[src/hdl/pop3c_pkg.sv]
// Shared types, constants and the keyword table of the command line classifier.
package pop3c_pkg;

  localparam logic [7:0] LO_CHAR = 8'h30;
  localparam logic [7:0] HI_CHAR = 8'h7A;
  localparam logic [7:0] UPPER_A = 8'h41;
  localparam logic [7:0] UPPER_Z = 8'h5A;
  localparam logic [7:0] CASE_OFFSET = 8'h20;
  localparam logic [7:0] CHAR_CR = 8'h0D;
  localparam logic [7:0] CHAR_LF = 8'h0A;

  localparam logic [1:0] CLASS_LIST = 2'd0;
  localparam logic [1:0] CLASS_SINGLE = 2'd1;
  localparam logic [1:0] CLASS_RETR = 2'd2;
  localparam logic [1:0] CLASS_UNKNOWN = 2'd3;

  localparam int unsigned MATCH_LEN = 4;
  localparam logic [2:0] LEN_NONE = 3'd7;
  localparam int unsigned NUM_KEYWORDS = 10;

  typedef enum logic [1:0] {
    PHASE_SKIP = 2'd0,
    PHASE_WORD = 2'd1,
    PHASE_DONE = 2'd2
  } word_phase_e;

  typedef struct packed {
    logic [2:0]           len;
    logic [0:3][7:0]      text;
    logic [1:0]           cls;
  } keyword_t;

  typedef struct packed {
    logic                 eol;
    logic [2:0]           len;
    logic [0:3][7:0]      head;
  } word_status_t;

  localparam keyword_t KEYWORDS [NUM_KEYWORDS] = '{
    '{3'd4, "list", CLASS_LIST},
    '{3'd4, "uidl", CLASS_LIST},
    '{3'd3, {"top", 8'h00}, CLASS_LIST},
    '{3'd4, "user", CLASS_SINGLE},
    '{3'd4, "pass", CLASS_SINGLE},
    '{3'd4, "stat", CLASS_SINGLE},
    '{3'd4, "dele", CLASS_SINGLE},
    '{3'd4, "rset", CLASS_SINGLE},
    '{3'd4, "quit", CLASS_SINGLE},
    '{3'd4, "retr", CLASS_RETR}
  };

endpackage

[src/hdl/pop3c_if.sv]
// Valid/ready channel interfaces for the byte input and the class result.
interface pop3c_byte_if;
  logic       valid;
  logic       ready;
  logic [7:0] byte_in;

  modport source (output valid, output byte_in, input ready);
  modport sink (input valid, input byte_in, output ready);
endinterface

interface pop3c_class_if;
  logic       valid;
  logic       ready;
  logic [1:0] command_class;

  modport source (output valid, output command_class, input ready);
  modport sink (input valid, input command_class, output ready);
endinterface

[src/hdl/pop3c_line_tracker.sv]
// Line state: CR tracking, word phase, and capture of the folded first word.
module pop3c_line_tracker #(
  parameter int unsigned KEY_LEN = 4
) (
  input  logic                        clk_i,
  input  logic                        rst_ni,
  input  logic                        step_i,
  input  logic [7:0]                  byte_i,
  output pop3c_pkg::word_status_t     status_o
);

  localparam int unsigned CW = $clog2(KEY_LEN + 2);
  localparam int unsigned IW = $clog2(KEY_LEN);

  logic                     cr_q, cr_d;
  pop3c_pkg::word_phase_e   phase_q, phase_d;
  logic [CW-1:0]            count_q, count_d;
  logic [7:0]               chars_q [KEY_LEN];
  logic                     char_we;
  logic [7:0]               char_wd;
  logic                     in_range;
  logic                     capture;
  logic                     eol;

  assign in_range = (byte_i >= pop3c_pkg::LO_CHAR) && (byte_i <= pop3c_pkg::HI_CHAR);
  assign eol = cr_q && (byte_i == pop3c_pkg::CHAR_LF);

  always_comb begin
    cr_d    = cr_q;
    phase_d = phase_q;
    count_d = count_q;
    capture = 1'b0;
    char_we = 1'b0;
    char_wd = byte_i;
    if ((byte_i >= pop3c_pkg::UPPER_A) && (byte_i <= pop3c_pkg::UPPER_Z)) begin
      char_wd = byte_i + pop3c_pkg::CASE_OFFSET;
    end
    if (step_i) begin
      if (eol) begin
        cr_d    = 1'b0;
        phase_d = pop3c_pkg::PHASE_SKIP;
        count_d = '0;
      end else begin
        cr_d = (byte_i == pop3c_pkg::CHAR_CR);
        case (phase_q)
          pop3c_pkg::PHASE_SKIP: begin
            if (in_range) begin
              phase_d = pop3c_pkg::PHASE_WORD;
              capture = 1'b1;
            end
          end
          pop3c_pkg::PHASE_WORD: begin
            if (in_range) begin
              capture = 1'b1;
            end else begin
              phase_d = pop3c_pkg::PHASE_DONE;
            end
          end
          default: begin
            phase_d = phase_q;
          end
        endcase
        if (capture) begin
          if (count_q < CW'(KEY_LEN)) begin
            char_we = 1'b1;
            count_d = count_q + CW'(1);
          end else begin
            count_d = CW'(KEY_LEN + 1);
          end
        end
      end
    end
  end

  always_ff @(posedge clk_i or negedge rst_ni) begin
    if (!rst_ni) begin
      cr_q    <= 1'b0;
      phase_q <= pop3c_pkg::PHASE_SKIP;
      count_q <= '0;
    end else begin
      cr_q    <= cr_d;
      phase_q <= phase_d;
      count_q <= count_d;
    end
  end

  always_ff @(posedge clk_i) begin
    if (char_we) begin
      chars_q[count_q[IW-1:0]] <= char_wd;
    end
  end

  always_comb begin
    status_o.eol = eol;
    status_o.len = (count_q > CW'(pop3c_pkg::MATCH_LEN)) ? pop3c_pkg::LEN_NONE
                                                         : count_q[2:0];
    for (int i = 0; i < 4; i++) begin
      status_o.head[i] = chars_q[i];
    end
  end

`ifndef SYNTHESIS
  a_count_bound: assert property (@(posedge clk_i) disable iff (!rst_ni)
    count_q <= CW'(KEY_LEN + 1))
    else $error("word length counter out of range");

  a_eol_clears: assert property (@(posedge clk_i) disable iff (!rst_ni)
    step_i && eol |=> (count_q == '0) && (phase_q == pop3c_pkg::PHASE_SKIP) && !cr_q)
    else $error("line state not cleared after CR LF");
`endif

endmodule

[src/hdl/pop3c_keyword_match.sv]
// Compare the captured word against the keyword table and give its class.
module pop3c_keyword_match (
  input  pop3c_pkg::word_status_t word_i,
  output logic [1:0]              class_o
);

  logic [pop3c_pkg::NUM_KEYWORDS-1:0] hit;

  always_comb begin
    for (int k = 0; k < pop3c_pkg::NUM_KEYWORDS; k++) begin
      hit[k] = (word_i.len == pop3c_pkg::KEYWORDS[k].len);
      for (int i = 0; i < 4; i++) begin
        if ((3'(i) < word_i.len) &&
            (word_i.head[i] != pop3c_pkg::KEYWORDS[k].text[i])) begin
          hit[k] = 1'b0;
        end
      end
    end
  end

  always_comb begin
    class_o = pop3c_pkg::CLASS_UNKNOWN;
    for (int k = pop3c_pkg::NUM_KEYWORDS - 1; k >= 0; k--) begin
      if (hit[k]) begin
        class_o = pop3c_pkg::KEYWORDS[k].cls;
      end
    end
  end

endmodule

[src/hdl/pop3_command_line_classifier.sv]
// Top level of the command line classifier: input register, line state, result register.
//
// Client bytes enter on byte_i, one transaction per byte. The block skips
// leading bytes outside '0'..'z', captures the first word of the line with
// A-Z folded to lower case, and on LF directly after CR sends one
// transaction on class_o with the word's class (0 list/uidl/top, 1 user,
// pass, stat, dele, rset, quit, 2 retr, 3 anything else). Other bytes give
// no result. Words longer than KEY_LEN characters are classed unknown.
// Throughput: one byte per cycle, unless a line end waits on a stalled
// class_o, set by the update of the line state behind the input register.
// An LF's class is loaded from the input register into the result register.
// Reset clears the line state and both valid flags; the captured word
// storage is not reset. When class_o stalls, the result register holds;
// bytes that give no result keep flowing, and a byte ending a line waits
// in the input register until the result register frees, which drops
// byte_i.ready.
module pop3_command_line_classifier #(
  parameter int unsigned KEY_LEN = 4
) (
  input  logic         clk_i,
  input  logic         rst_ni,
  pop3c_byte_if.sink   byte_i,
  pop3c_class_if.source class_o
);

  logic                     s1_valid_q, s1_valid_d;
  logic [7:0]               s1_byte_q;
  logic                     s1_fire;
  logic                     out_valid_q, out_valid_d;
  logic [1:0]               out_class_q;
  logic                     out_load;
  logic [1:0]               word_class;
  pop3c_pkg::word_status_t  status;

  pop3c_line_tracker #(
    .KEY_LEN (KEY_LEN)
  ) u_tracker (
    .clk_i    (clk_i),
    .rst_ni   (rst_ni),
    .step_i   (s1_fire),
    .byte_i   (s1_byte_q),
    .status_o (status)
  );

  pop3c_keyword_match u_match (
    .word_i  (status),
    .class_o (word_class)
  );

  assign s1_fire  = s1_valid_q && (!status.eol || !out_valid_q || class_o.ready);
  assign out_load = s1_fire && status.eol;
  assign byte_i.ready = !s1_valid_q || s1_fire;

  always_comb begin
    s1_valid_d = s1_valid_q;
    if (byte_i.valid && byte_i.ready) begin
      s1_valid_d = 1'b1;
    end else if (s1_fire) begin
      s1_valid_d = 1'b0;
    end
    out_valid_d = out_valid_q;
    if (out_load) begin
      out_valid_d = 1'b1;
    end else if (class_o.ready) begin
      out_valid_d = 1'b0;
    end
  end

  always_ff @(posedge clk_i or negedge rst_ni) begin
    if (!rst_ni) begin
      s1_valid_q  <= 1'b0;
      out_valid_q <= 1'b0;
    end else begin
      s1_valid_q  <= s1_valid_d;
      out_valid_q <= out_valid_d;
    end
  end

  always_ff @(posedge clk_i) begin
    if (byte_i.valid && byte_i.ready) begin
      s1_byte_q <= byte_i.byte_in;
    end
    if (out_load) begin
      out_class_q <= word_class;
    end
  end

  assign class_o.valid         = out_valid_q;
  assign class_o.command_class = out_class_q;

`ifndef SYNTHESIS
  a_load_shows: assert property (@(posedge clk_i) disable iff (!rst_ni)
    out_load |=> out_valid_q && (class_o.command_class == $past(word_class)))
    else $error("class not presented after end of line");

  a_s1_hold: assert property (@(posedge clk_i) disable iff (!rst_ni)
    s1_valid_q && !s1_fire |=> s1_valid_q && $stable(s1_byte_q))
    else $error("stalled input byte lost");

  a_no_overwrite: assert property (@(posedge clk_i) disable iff (!rst_ni)
    out_load |-> !out_valid_q || class_o.ready)
    else $error("pending class overwritten");
`endif

endmodule

[src/flat_wrapper.sv]
// flat-port wrapper written by rule: the top's interface ports become plain ports
module pop3_command_line_classifier_flat 
#(
  parameter int unsigned KEY_LEN = 4
)
  (clk_i, rst_ni, byte_i_valid, byte_i_byte_in, byte_i_ready, class_o_valid, class_o_command_class, class_o_ready);
  pop3c_byte_if byte_i_i ();
  pop3c_class_if class_o_i ();
  input  logic clk_i;
  input  logic rst_ni;
  input wire logic [$bits(byte_i_i.valid)-1:0] byte_i_valid;
  input wire logic [$bits(byte_i_i.byte_in)-1:0] byte_i_byte_in;
  output wire logic [$bits(byte_i_i.ready)-1:0] byte_i_ready;
  output wire logic [$bits(class_o_i.valid)-1:0] class_o_valid;
  output wire logic [$bits(class_o_i.command_class)-1:0] class_o_command_class;
  input wire logic [$bits(class_o_i.ready)-1:0] class_o_ready;
  assign byte_i_i.valid = byte_i_valid;
  assign byte_i_i.byte_in = byte_i_byte_in;
  assign byte_i_ready = byte_i_i.ready;
  assign class_o_valid = class_o_i.valid;
  assign class_o_command_class = class_o_i.command_class;
  assign class_o_i.ready = class_o_ready;
  pop3_command_line_classifier #(.KEY_LEN(KEY_LEN)) u_core (.clk_i(clk_i), .rst_ni(rst_ni), .byte_i(byte_i_i), .class_o(class_o_i));
endmodule
[config.mk]
export PLATFORM = sky130hd
export DESIGN_NAME = pop3_command_line_classifier_flat
export DESIGN_NICKNAME = d
export VERILOG_FILES = /design/src/hdl/pop3c_pkg.sv /design/src/hdl/pop3c_if.sv /design/src/hdl/pop3c_line_tracker.sv /design/src/hdl/pop3c_keyword_match.sv /design/src/hdl/pop3_command_line_classifier.sv /design/src/flat_wrapper.sv
export SDC_FILE = /design/constraint.sdc
export NUM_CORES = 1
export LEC_CHECK = 0
export BUFFER_PORTS_ARGS = -buffer_cell sky130_fd_sc_hd__buf_2
export CAP_MARGIN = 10
export CORE_MARGIN = 2
export CORE_UTILIZATION = 55
export DETAILED_ROUTE_END_ITERATION = 10
export PLACE_DENSITY = 0.73
export SLEW_MARGIN = 20
export SYNTH_ARGS = -nofsm -noshare
export SYNTH_HDL_FRONTEND = slang
export SYNTH_SLANG_ARGS = --single-unit
[constraint.sdc]
create_clock -name clk_i -period 3 [get_ports clk_i]
set_input_delay 0.6 -clock clk_i [delete_from_list [all_inputs] [get_ports clk_i]]
set_output_delay 0.6 -clock clk_i [all_outputs]
set_load 0.01 [all_outputs]
=== After elaboration in Yosys (flattened, before gate mapping) ===
Memory sizes are Yosys's and may differ from the RTL's.
Index checks and enable logic that the tools add are counted.
Widths: inputs -> output; s select.

* Memories: 1
* Register bits after elaboration: 18
* Output and inout bits: 4
* RAM bits: 32

{| class="wikitable"
|+ Memory list
! name !! words !! width !! rd ports !! clocked after memory_dff !! write ports !! RTL line !! RTL
|-
| u_core.u_tracker.chars_q || 4 || 8 || 4 || 0 || 1 || pop3c_line_tracker.sv:18 || <nowiki>logic [7:0] chars_q [KEY_LEN];</nowiki>
|}

* Order comparisons: 10
* Add/subtract/negate cells: 2
* Eq/ne operators: 35
* Reductions and logical operators: 52
* Multiplexer cells: 69

{| class="wikitable"
|+ Operator list
! operator !! count
|-
| $ne 8x7->1 const B || 28
|-
| $mux 1 || 60
|-
| $logic_and 1x1->1 || 35
|-
| $eq 8x4->1 const B || 2
|-
| $le 8x7->1 const B || 2
|-
| $mux 3 || 4
|-
| $reduce_or 9->1 || 1
|-
| $add 8x6->8 const B || 1
|-
| $ge 8x6->1 const B || 1
|-
| $ge 8x7->1 const B || 1
|-
| $mux 8 || 1
|-
| $reduce_bool 8->1 || 1
|-
| $lt 1x3->1 const A || 2
|-
| $lt 2x3->1 const A || 2
|-
| $mux 2 || 3
|-
| $ne 3x3->1 const B || 2
|-
| $reduce_bool 2->1 || 3
|-
| $pmux 2 s2 || 1
|-
| $reduce_and 4->1 || 1
|-
| $add 3x1->3 const B || 1
|-
| $eq 3x2->1 const B || 1
|-
| $eq 3x3->1 const B || 1
|-
| $gt 3x3->1 const B || 1
|-
| $logic_not 1->1 || 3
|-
| other kinds (8) || 10
|}

=== Depth between registers and ports, before layout ===
Gate-level depths: netlist (run 1).

* Word-level depth: 15
* Depth in mapped cells: 7
* Gate-level depth less buffers: 7

=== By module ===
Synthesis (run 1) repeated with hierarchy kept, for this count alone.

* Cell total of the unflattened synthesis: 196
* Area total of the unflattened synthesis: 2,479.9 um2

{| class="wikitable"
|+ Modules (own cells, without submodules)
! module !! area an instance (um2) !! cells each !! instances !! sequential area each (um2)
|-
| pop3c_line_tracker || 1,535.2 || 96 || 1 || 1,111.1
|-
| pop3c_keyword_match || 536.8 || 80 || 1 || 0.0
|-
| pop3_command_line_classifier || 407.9 || 20 || 1 || 350.3
|}

=== Worst setup path before layout (run 1) ===
No wires, ideal clock.

* Path type: register to register
* From: reg u_core.s1_byte_q[2]
* To: mem u_core.u_tracker.chars_q[1][0], enable pin
* Setup time: 371 ps
* Buffers on the path: 0
* Data arrival time: 2,152 ps
* Cell stages (with the launch flop): 6
* Path slack: 477 ps
* Path through: edfxtp_1 -> and4bb_2 -> a211oi_1 -> nor4_1 -> nand3b_1 -> nor2_1

* Longest elaborated chain between the ends: 11

{| class="wikitable"
|+ RTL lines
! item !! RTL line !! RTL
|-
| start: declaration || pop3_command_line_classifier.sv:27 || <nowiki>logic [7:0] s1_byte_q;</nowiki>
|-
| start signal: assignment || pop3_command_line_classifier.sv:81 || <nowiki>s1_byte_q <= byte_i.byte_in;</nowiki>
|-
| $ge 8x6->1 or $le 8x7->1 (tied branches) || pop3c_line_tracker.sv:25 || <nowiki>assign in_range = (byte_i >= pop3c_pkg::LO_CHAR) && (byte_i <= pop3c_pkg::HI_CHAR);</nowiki>
|-
| $logic_and 1x1->1 || pop3c_line_tracker.sv:25 ||
|-
| $mux 1 || pop3c_line_tracker.sv:47, pop3c_line_tracker.sv:53 ||
|-
| $mux 1 || n/a ||
|-
| $mux 1 || pop3c_line_tracker.sv:39 || <nowiki>if (eol) begin</nowiki>
|-
| $mux 1 || pop3c_line_tracker.sv:38 || <nowiki>if (step_i) begin</nowiki>
|-
| $mux 1 || pop3c_line_tracker.sv:63 || <nowiki>if (capture) begin</nowiki>
|-
| $mux 1 || pop3c_line_tracker.sv:39 ||
|-
| $mux 1 (*) || pop3c_line_tracker.sv:38 ||
|-
| $mux 1 (*) || pop3c_line_tracker.sv:88 || <nowiki>if (char_we) begin</nowiki>
|-
| $mux 1 (not written as such) (*) || pop3c_line_tracker.sv:89 || <nowiki>chars_q[count_q[IW-1:0]] <= char_wd;</nowiki>
|-
| end: declaration || pop3c_line_tracker.sv:18 ||
|}

Mark *: on every way between the ends. The rest lies on a longest branch, timed or not. The select of a mux whose other input is x is not followed.

=== Final worst setup path (run 1) ===
* From: reg u_core.s1_byte_q[5]
* To: out byte_i_ready

* Longest elaborated chain between the ends: 7

{| class="wikitable"
|+ RTL lines
! item !! RTL line !! RTL
|-
| $eq 8x4->1 || pop3c_line_tracker.sv:26 || <nowiki>assign eol = cr_q && (byte_i == pop3c_pkg::CHAR_LF);</nowiki>
|-
| $logic_and 1x1->1 || pop3c_line_tracker.sv:26 ||
|-
| $logic_not 1->1 || pop3_command_line_classifier.sv:50 || <nowiki>assign s1_fire = s1_valid_q && (!status.eol || !out_valid_q || class_o.ready);</nowiki>
|-
| $logic_or 1x1->1 (2 in a row) || pop3_command_line_classifier.sv:50 ||
|-
| $logic_and 1x1->1 || pop3_command_line_classifier.sv:50 ||
|-
| $logic_or 1x1->1 || pop3_command_line_classifier.sv:52 || <nowiki>assign byte_i.ready = !s1_valid_q || s1_fire;</nowiki>
|-
| end: declaration || flat_wrapper.sv:13 || <nowiki>output wire logic [$bits(byte_i_i.ready)-1:0] byte_i_ready;</nowiki>
|}

No other way between the ends.

==> results of run 1 <==
==> placed cells by master, fill, tap and decap left out, drive strengths merged, types with 2 or more instances in the layout <==
cell     count
a21o         2
and2         2
nor4        12
o21ai        7
buf         20
ha           6
nor2        17
nor3         7
or4b         4
edfxtp      42
nand2b       7
nand3        6
clkbuf       5
nand2        6
a211oi       2
dfrtp        8
inv         11
or4bb        2
nand3b       9
nor4bb       2
o31ai        2
a21oi        6
o211ai       2
o221ai       2
or3          2
nand4bb      3
nand4b       5
or4          3
nor4b        2
==> power breakdown <==
part / internal [mW] / switching, mW
clock network: 0.253 / 0.224
logic: 0.0462 / 0.0699
registers: 0.780 / 0.0393
==> cell families (layout without fill, tap and decap cells) <==
logic type,Yosys count,in the layout,synth area share (%)
multiplexers,1,1,0.415
adder cells (fa/ha/maj),6,6,3.11
AND/OR/NAND/NOR,94,94,25.4
AO/OA/AOI/OAI,31,31,8.81
flip-flops,50,50,60.5
buffers and inverters,11,38,1.71
==> final cells by class <==
class	count	area [um^2]
clock buffers	5	68.8
clock inverters	3	47.5
fillers	321	1590
inverters	10	37.5
multi-input cells	132	912
flip-flops and latches	50	1460
well taps	52	65.1
repair buffers	20	113
==> flip-flops by register name, indices dropped and copies added (netlist names) <==
| register | flops |
|---|---|
| u_core.class_o.valid | 1 |
| u_core.u_tracker.cr_q | 1 |
| u_core.u_tracker.chars_q | 32 |
| u_core.u_tracker.count_q | 3 |
| u_core.s1_byte_q | 8 |
| u_core.u_tracker.phase_q | 2 |
| u_core.s1_valid_q | 1 |
| u_core.class_o.command_class | 2 |
==> path summary, 6_finish.rpt <==
kind                                                              start                                            end  slack, ns  cells past startpoint
max in group asynchronous                                        rst_ni               u_core.class_o.valid$_DFFE_PN0P_       2.71                      1
worst min-delay path                                             rst_ni        u_core.u_tracker.count_q[2]$_DFFE_PN0P_       0.12                      1
worst max register to register  u_core.u_tracker.count_q[0]$_DFFE_PN0P_  u_core.class_o.command_class[1]$_SDFFCE_PP0P_       0.52                      7
worst min register to register        u_core.u_tracker.cr_q$_DFFE_PN0P_              u_core.u_tracker.cr_q$_DFFE_PN0P_       0.51                      1
worst max-delay path                      u_core.s1_byte_q[5]$_DFFE_PP_                                   byte_i_ready       0.33                      5
min in group clk_i                                    byte_i_byte_in[5]                  u_core.s1_byte_q[5]$_DFFE_PP_       0.46                      1
==> worst reg2reg max path, stage by stage, from the launching register on <==
cell	delay, ns
dfrtp_1	0.47
inv_1	0.18
ha_1	0.20
nand4bb_1	0.20
or4_1	0.47
nor3b_1	0.38
a21boi_0	0.25
nor4_1	0.08
==> metrics by stage <==
| step | power (mW) | hold slack [ns] | cells | worst slack (ns) |
|---|---|---|---|---|
| after floorplan | 0.898 | 0.304 | 193 | 0.477 |
| after global placement | 0.936 | 0.442 | 264 | 0.604 |
| after detailed placement | 0.949 | 0.447 | 264 | 0.599 |
| after CTS | 1.42 | 0.116 | 272 | 0.305 |
| after global routing | 1.47 | 0.116 | 272 | 0.0931 |
| final | 1.41 | 0.117 | 272 | 0.332 |
==> layer usage <==
| layer | wire length [um] | track usage, % | share of wire (%) |
|---|---|---|---|
| met4 | 235 | 12.0 | 4.7 |
| met3 | 252 | 4.47 | 5.1 |
| met5 | 0 | 0 | 0 |
| met1 | 2050 | 26.7 | 41 |
| met2 | 2430 | 35.6 | 49 |
==> synth_stat cells (all sizes together) (3+ instances only) <==
library cell | number | area [um^2]
a21oi | 6 | 30.0
nor2 | 17 | 63.8
nand3 | 6 | 30.0
dfrtp | 8 | 200
nand4bb | 3 | 33.8
ha | 6 | 75.1
or4b | 4 | 43.8
nand4b | 5 | 43.8
nand2 | 6 | 22.5
inv | 10 | 37.5
o21ai | 7 | 35.0
or4 | 3 | 22.5
edfxtp | 42 | 1260
nor4 | 12 | 75.1
nand2b | 7 | 43.8
nand3b | 9 | 67.6
nor3 | 7 | 40.0
==> qor.yml, run 1 <==
track_usage_pct: 21.7
syn_inst: 193
ys_seq_elements: 50
root_buffer: "clkbuf_8"
crit_fanout: 9
vias: 1716
wl_per_cell_um: 18.2
drt_wl_total_mm: 4.96
async_flop_share_pct: 16.0
n_antenna_cell: 0
ys.flop_type: "edfxtp_1"
fin_nets: 237
seq_area_frac_synth_pct: 60.5
numCtsBuffers: 5
pin_count: 16
grt_max_degree: 18
clock_path_buffers: 2
placed_cell_area_um2: 2590
cts_setup_buffers: 0
p_leak_nw: 0.877
outcome: "complete, no violations"
path_cells: "nor4_1 -> nand3_1 -> nor2_1 -> nand2_1 -> buf_2"
die_h_um: 70.3
cts_hold_buf: 0
cp_slowest_cell: "edfxtp_1"
start_util_pct: 56.2
antenna_found_initial: 0
period_minus_slack_ns: 2.67
viasPerCell: 6.31
syn_area_um2: 2410
irDropWorstVdd_uv: 430
synth-edff-count: 42
cts_tree: "yes"
critPathLaunchType: "flop"
grt_pass1_wl_mm: 8.09
power_density_nw_per_um2: 522
maxCapViolations: 0
timing.slew.headroom_pct: 59.2
cts_resized: 0
grt_overflow: 0
ant_nets: 0
syn_area_per_cell_um2: 12.5
crit_required_ns: 2.40
path_buf_inv: 1
fin_area_um2: 2710
end_kind: "output port"
cts_max_level: 2
worst_slew_pin_slew_ns: 0.606
setup_viol: 0
fmax_ghz: 0.375
drive_gt1_share_pct: 16.4
area_growth_pct: 12.0
firstDrtPassIters: 5
critical-path-top-delay-family: "simple AND/OR/NAND/NOR gates"
fin_util_pct: 63.0
clk_latency_ns: 0.30
port_buffers: 15
finalMaxSlewViolations: 0
finalSetupTns_ns: 0
slowest_delay_ns: 0.52
core_area_um2: 4290
critPathKind: "flop to output port"
syn-num-nets: 211
rsz0062_at_grt: "false"
die-width_um: 70.3
timing_hold_violations_final: 0
drc: 0
hold_class: "primary input to asynchronous set/reset pin"
synth.distinct_cells: 44
final.setup_skew_ns: 0.00715
std_cell_rows: 24
grt_pass1_vias: 1679
clkSlewWorstSetupHoldPaths_ns: 0.09
die_area_um2: 4940
final.period_utilization_pct: 88.9
cts.sinks: 50
globalplace.congestion: 0.851
crit_arrival_ns: 2.07
drtIter0Drc: 250
hpwl_mm: 3.73
yosysWarningCount: 0
No activity file was read; power rests on OpenSTA's default activity.
==> inputs of run 2 (changes only) <==
--- a/config.mk
+++ b/config.mk
@@ -11,6 +11,7 @@
 export CORE_UTILIZATION = 55
 export DETAILED_ROUTE_END_ITERATION = 10
 export PLACE_DENSITY = 0.73
+export REMOVE_ABC_BUFFERS = 1
 export SLEW_MARGIN = 20
 export SYNTH_ARGS = -nofsm -noshare
 export SYNTH_HDL_FRONTEND = slang
==> run 2 against run 1 <==
  * Clock skew is 0.0025 ns lower
  * Critical endpoint unchanged
  * Final cell count stayed put
  * Critical path depth stayed put
  * Worst hold slack gained 0.0049 ns
  * Cell area fell by 0.69%
  * Via count up 2.3%
  * Sequential power barely moved
==> qor.yml, run 2 (same netlist as run 1, synthesis figures left out) <==
final.period_utilization_pct: 91.8
maxCapViolations: 0
start_util_pct: 56.2
drc: 0
antenna_found_initial: 0
outcome: "complete, no violations"
mostFrequentLayoutCells: "42 x edfxtp_1, 17 x nor2_1, 15 x buf_2"
drtIter0Drc: 164
fmax_ghz: 0.363
multi_input_area_um2: 912
critPathKind: "flop to output port"
die_area_um2: 4940
fin_nets: 237
mostFrequentLayoutCell: "edfxtp_1"
wl_per_cell_um: 19.3
fillers: 323
path_cells: "nor4_1 -> nand3_1 -> nor2_1 -> nand2_1 -> buf_2"
clk_latency_ns: 0.30
firstDrtPassIters: 4
root_buffer: "clkbuf_8"
clock_path_buffers: 2
period_minus_slack_ns: 2.75
crit_arrival_ns: 2.15
crit_required_ns: 2.40
end_kind: "output port"
power_mw: 1.35
ant_nets: 0
ff_latch_area_um2: 1460
path_buf_inv: 1
globalplace.congestion: 0.920
irDropWorstVdd_uv: 423
p_leak_nw: 0.869
largest_reg_flops: 32
core_area_um2: 4290
timing.slew.headroom_pct: 33.9
cts_setup_buffers: 0
pin_count: 16
finalMaxSlewViolations: 0
final.setup_skew_ns: 0.00470
numCtsBuffers: 5
hpwl_mm: 3.95
drive_gt1_share_pct: 16.4
grt_overflow: 0
die_h_um: 70.3
critical-path-top-delay-family: "simple AND/OR/NAND/NOR gates"
worst_slew_pin_slew_ns: 0.978
crit_fanout: 9
path_depth: 5
slowest_delay_ns: 0.53
cts_resized: 0
n_antenna_cell: 0
cts_tree: "yes"
finalSetupTns_ns: 0
hold_class: "primary input to asynchronous set/reset pin"
std_cell_rows: 24
die-width_um: 70.3
timing_hold_violations_final: 0
grt_max_degree: 19
worstRegToRegCells: 5
grt_pass1_wl_mm: 8.58
rsz0062_at_grt: "false"
clkSlewWorstSetupHoldPaths_ns: 0.10
fin_util_pct: 62.6
cts_hold_buf: 0
setup_viol: 0
power_density_nw_per_um2: 502
vias: 1755
cp_slowest_cell: "edfxtp_1"
critPathLaunchType: "flop"
area_growth_pct: 11.2
track_usage_pct: 22.7
cts_max_level: 2
drt_wl_total_mm: 5.25
cts.sinks: 50
viasPerCell: 6.45
port_buffers: 15
grt_pass1_vias: 1741
hold_ws_ns: 0.122
==> run 2: path summary, 6_finish.rpt <==
check                      slack, ns                                            end                                     start
max                             0.25                                   byte_i_ready             u_core.s1_byte_q[5]$_DFFE_PP_
min                             0.12        u_core.u_tracker.count_q[0]$_DFFE_PN0P_                                    rst_ni
max reg2reg                     0.65  u_core.class_o.command_class[1]$_SDFFCE_PP0P_  u_core.u_tracker.chars_q[0][0]$_DFFE_PP_
min reg2reg                     0.51              u_core.u_tracker.cr_q$_DFFE_PN0P_         u_core.u_tracker.cr_q$_DFFE_PN0P_
max in group asynchronous       2.71               u_core.class_o.valid$_DFFE_PN0P_                                    rst_ni
min in group clk_i              0.47                  u_core.s1_byte_q[2]$_DFFE_PP_                         byte_i_byte_in[2]
==> run 2: power by group <==
group	leakage, nW	total, mW	internal, mW	switching, mW
clock	0.0506	0.417	0.175	0.242
sequential	0.467	0.821	0.780	0.0416
combinational	0.351	0.111	0.0441	0.0667
total	0.869	1.35	0.998	0.351
==> run 2: cell type report <==
cell class                      instances  area share (%)
Tap cell                               52            2.42
Timing Repair Buffer                   20            4.19
Inverter                               10            1.40
Multi-Input combinational cell        132            34.0
Clock buffer                            5            2.56
Sequential cell                        50            54.4
Clock inverter                          3            1.07
==> run 2: through the flow <==
| stage | worst slack [ns] | cell area, um^2 | std cells |
|---|---|---|---|
| finish | 0.247 | 2690 | 272 |
| global route | 0.0842 | 2690 | 272 |
| CTS | 0.283 | 2690 | 272 |
| detailed placement | 0.623 | 2590 | 264 |
| global placement | 0.664 | 2590 | 264 |
| floorplan | 0.477 | 2410 | 192 |
==> run 2: routing by layer <==
metal	GRT usage, %	up-vias	wire length, um
met5	0	-	0
met4	8.76	0	142
met3	3.46	14	185
met2	39.4	48	2710
met1	28.5	866	2210
li1	-	827	-
==> inputs of run 3 (changes only) <==
--- a/config.mk
+++ b/config.mk
@@ -5,9 +5,10 @@
 export SDC_FILE = /design/constraint.sdc
 export NUM_CORES = 1
 export LEC_CHECK = 0
+export ABC_AREA = 1
 export BUFFER_PORTS_ARGS = -buffer_cell sky130_fd_sc_hd__buf_2
 export CAP_MARGIN = 10
-export CORE_MARGIN = 2
+export CORE_MARGIN = 3
 export CORE_UTILIZATION = 55
 export DETAILED_ROUTE_END_ITERATION = 10
 export PLACE_DENSITY = 0.73
==> run 3 against run 2 <==
  * Critical path depth rose by 2
  * Largest power group unchanged
  * Non-clock buffer count is 5 lower
  * Setup slack gained 0.42 ns
  * Via count increased by 19%
  * Total power up 5.5%
  * Maximum frequency is 18% higher
  * Utilization up 1.6 points
  * Combinational power is 76% higher
  * Sequential power grew 1%
==> qor.yml, run 3 <==
ff_latch_area_um2: 1460
grt_max_degree: 19
period_minus_slack_ns: 2.34
start_util_pct: 58.9
maxCapViolations: 0
drtIter0Drc: 88
worst_slew_pin_slew_ns: 0.651
yosysTopAreaCell: "edfxtp_1"
grt_pass1_wl_mm: 9.10
synth.most_common_cell: "nand2_1"
port_buffers: 15
cts_tree: "yes"
crit_fanout: 6
vias: 2096
final.period_utilization_pct: 77.8
hpwl_mm: 4.26
critPathLaunchType: "flop"
pin_count: 16
setup_viol: 0
root_buffer: "clkbuf_8"
mostFrequentLayoutCells: "79 x nand2_1, 52 x nor2_1, 42 x edfxtp_1"
synth-edff-count: 42
drc: 0
multi_input_area_um2: 1020
globalplace.congestion: 0.986
power_density_nw_per_um2: 492
area_growth_pct: 8.86
seq_area_frac_synth_pct: 55.0
ant_nets: 0
largest_reg_flops: 32
die_h_um: 75.5
numCtsBuffers: 5
mostFrequentLayoutCell: "nand2_1"
clkSlewWorstSetupHoldPaths_ns: 0.09
std_cell_rows: 24
cts.sinks: 50
ys_seq_elements: 50
hold_class: "primary input to asynchronous set/reset pin"
cts_setup_buffers: 0
n_antenna_cell: 0
fin_util_pct: 64.2
async_flop_share_pct: 16.0
grt_pass1_vias: 1982
die_area_um2: 5700
outcome: "complete, no violations"
finalMaxSlewViolations: 0
crit_required_ns: 2.40
clk_latency_ns: 0.30
p_leak_nw: 1.21
final.setup_skew_ns: 0.00925
fin_nets: 351
fmax_ghz: 0.428
yosys-top-cells-area: "edfxtp_1 48%, nand2_1 11%, dfrtp_1 7.5%, nor2_1 7.4%, inv_1 5.8%"
finalSetupTns_ns: 0
syn_inst: 311
antenna_found_initial: 0
cts_hold_buf: 0
cts_resized: 0
track_usage_pct: 21.8
syn_area_um2: 2660
drt_wl_total_mm: 5.46
yosysWarningCount: 0
critPathKind: "flop to output port"
drive_gt1_share_pct: 12.0
firstDrtPassIters: 4
timing_hold_violations_final: 0
fillers: 372
end_kind: "output port"
crit_arrival_ns: 1.74
cts_max_level: 2
yosys-top-cells-count: "79 x nand2_1, 52 x nor2_1, 42 x edfxtp_1"
syn_area_per_cell_um2: 8.54
synth_top_area_share_pct: 47.5
grt_overflow: 0
rsz0062_at_grt: "false"
timing.slew.headroom_pct: 56.1
core_area_um2: 4500
irDropWorstVdd_uv: 414
die-width_um: 75.5
synth.distinct_cells: 24
ys.flop_type: "edfxtp_1"
clock_path_buffers: 2
wl_per_cell_um: 14.1
viasPerCell: 5.43
-- run 3: cell types whose count changed after synthesis, moves of 5 or more --
cell,previous run,this run
nand2_1,6,79
nor2_1,17,52
inv_1,10,41
nand3_1,6,25
nor4_1,12,0
nand2b_1,7,0
nand3b_1,9,2
nand4_1,0,6
nor3_1,6,12
nand2_2,0,5
nand4b_1,5,0
-- run 3: area by class of cell --
type,count,area share [%]
Timing Repair Buffer,15,2.60
Sequential cell,50,50.6
Clock buffer,5,2.38
Multi-Input combinational cell,215,35.2
Clock inverter,3,0.909
Inverter,46,6.06
Tap cell,52,2.25
-- run 3: worst paths after layout --
path                       cells past startpoint  slack [ns]                                     from                                       end
max reg2reg                                    9        0.82            u_core.s1_byte_q[5]$_DFFE_PP_  u_core.u_tracker.chars_q[0][5]$_DFFE_PP_
max                                            7        0.66            u_core.s1_byte_q[0]$_DFFE_PP_                              byte_i_ready
max in group asynchronous                      1        2.70                                   rst_ni         u_core.u_tracker.cr_q$_DFFE_PN0P_
min in group clk_i                             1        0.47                        byte_i_byte_in[3]             u_core.s1_byte_q[3]$_DFFE_PP_
min reg2reg                                    2        0.55  u_core.u_tracker.phase_q[0]$_DFFE_PN0P_   u_core.u_tracker.phase_q[0]$_DFFE_PN0P_
min                                            1        0.13                                   rst_ni   u_core.u_tracker.count_q[0]$_DFFE_PN0P_
-- run 3: logic make-up (layout without fill, tap and decap cells) --
group,Yosys count,in the layout,synth area share (%)
adder cells (fa/ha/maj),6,6,2.83
buffers and inverters,46,69,6.60
XOR/XNOR,1,1,0.330
AO/OA/AOI/OAI,18,18,3.49
flip-flops,50,50,55.0
AND/OR/NAND/NOR,190,190,31.7
-- run 3: report_power, final --
part / switching [mW] / internal, mW
combinational: 0.128 / 0.0669
clock: 0.225 / 0.172
sequential: 0.0440 / 0.788
total: 0.397 / 1.03
-- run 3: worst max-delay path: stages (launching register included) --
cell      delay [ns]
edfxtp_1        0.52
inv_1           0.16
nand2_1         0.09
nor3_2          0.13
nand2_1         0.12
inv_2           0.12
nand3_1         0.12
buf_2           0.16
-- run 3: routing by layer --
metal	wire length, um	part of all wire, %	up-vias	global-route usage, %
met5	0	0	-	0
met4	121	2.2	0	9.90
met3	230	4.2	10	3.56
met2	2780	51	66	36.7
met1	2320	43	964	27.6
li1	-	-	1056	-
-- run 3: metrics by stage --
stage	instances	instance area (um^2)	total power, mW	hold WS [ns]	setup WS (ns)
global placement	378	2800	1.03	0.448	0.917
detailed placement	378	2800	1.04	0.456	0.838
floorplan	311	2660	0.983	0.304	1.13
finish	386	2890	1.42	0.127	0.665
CTS	386	2890	1.44	0.126	0.647
global route	386	2890	1.49	0.118	0.539
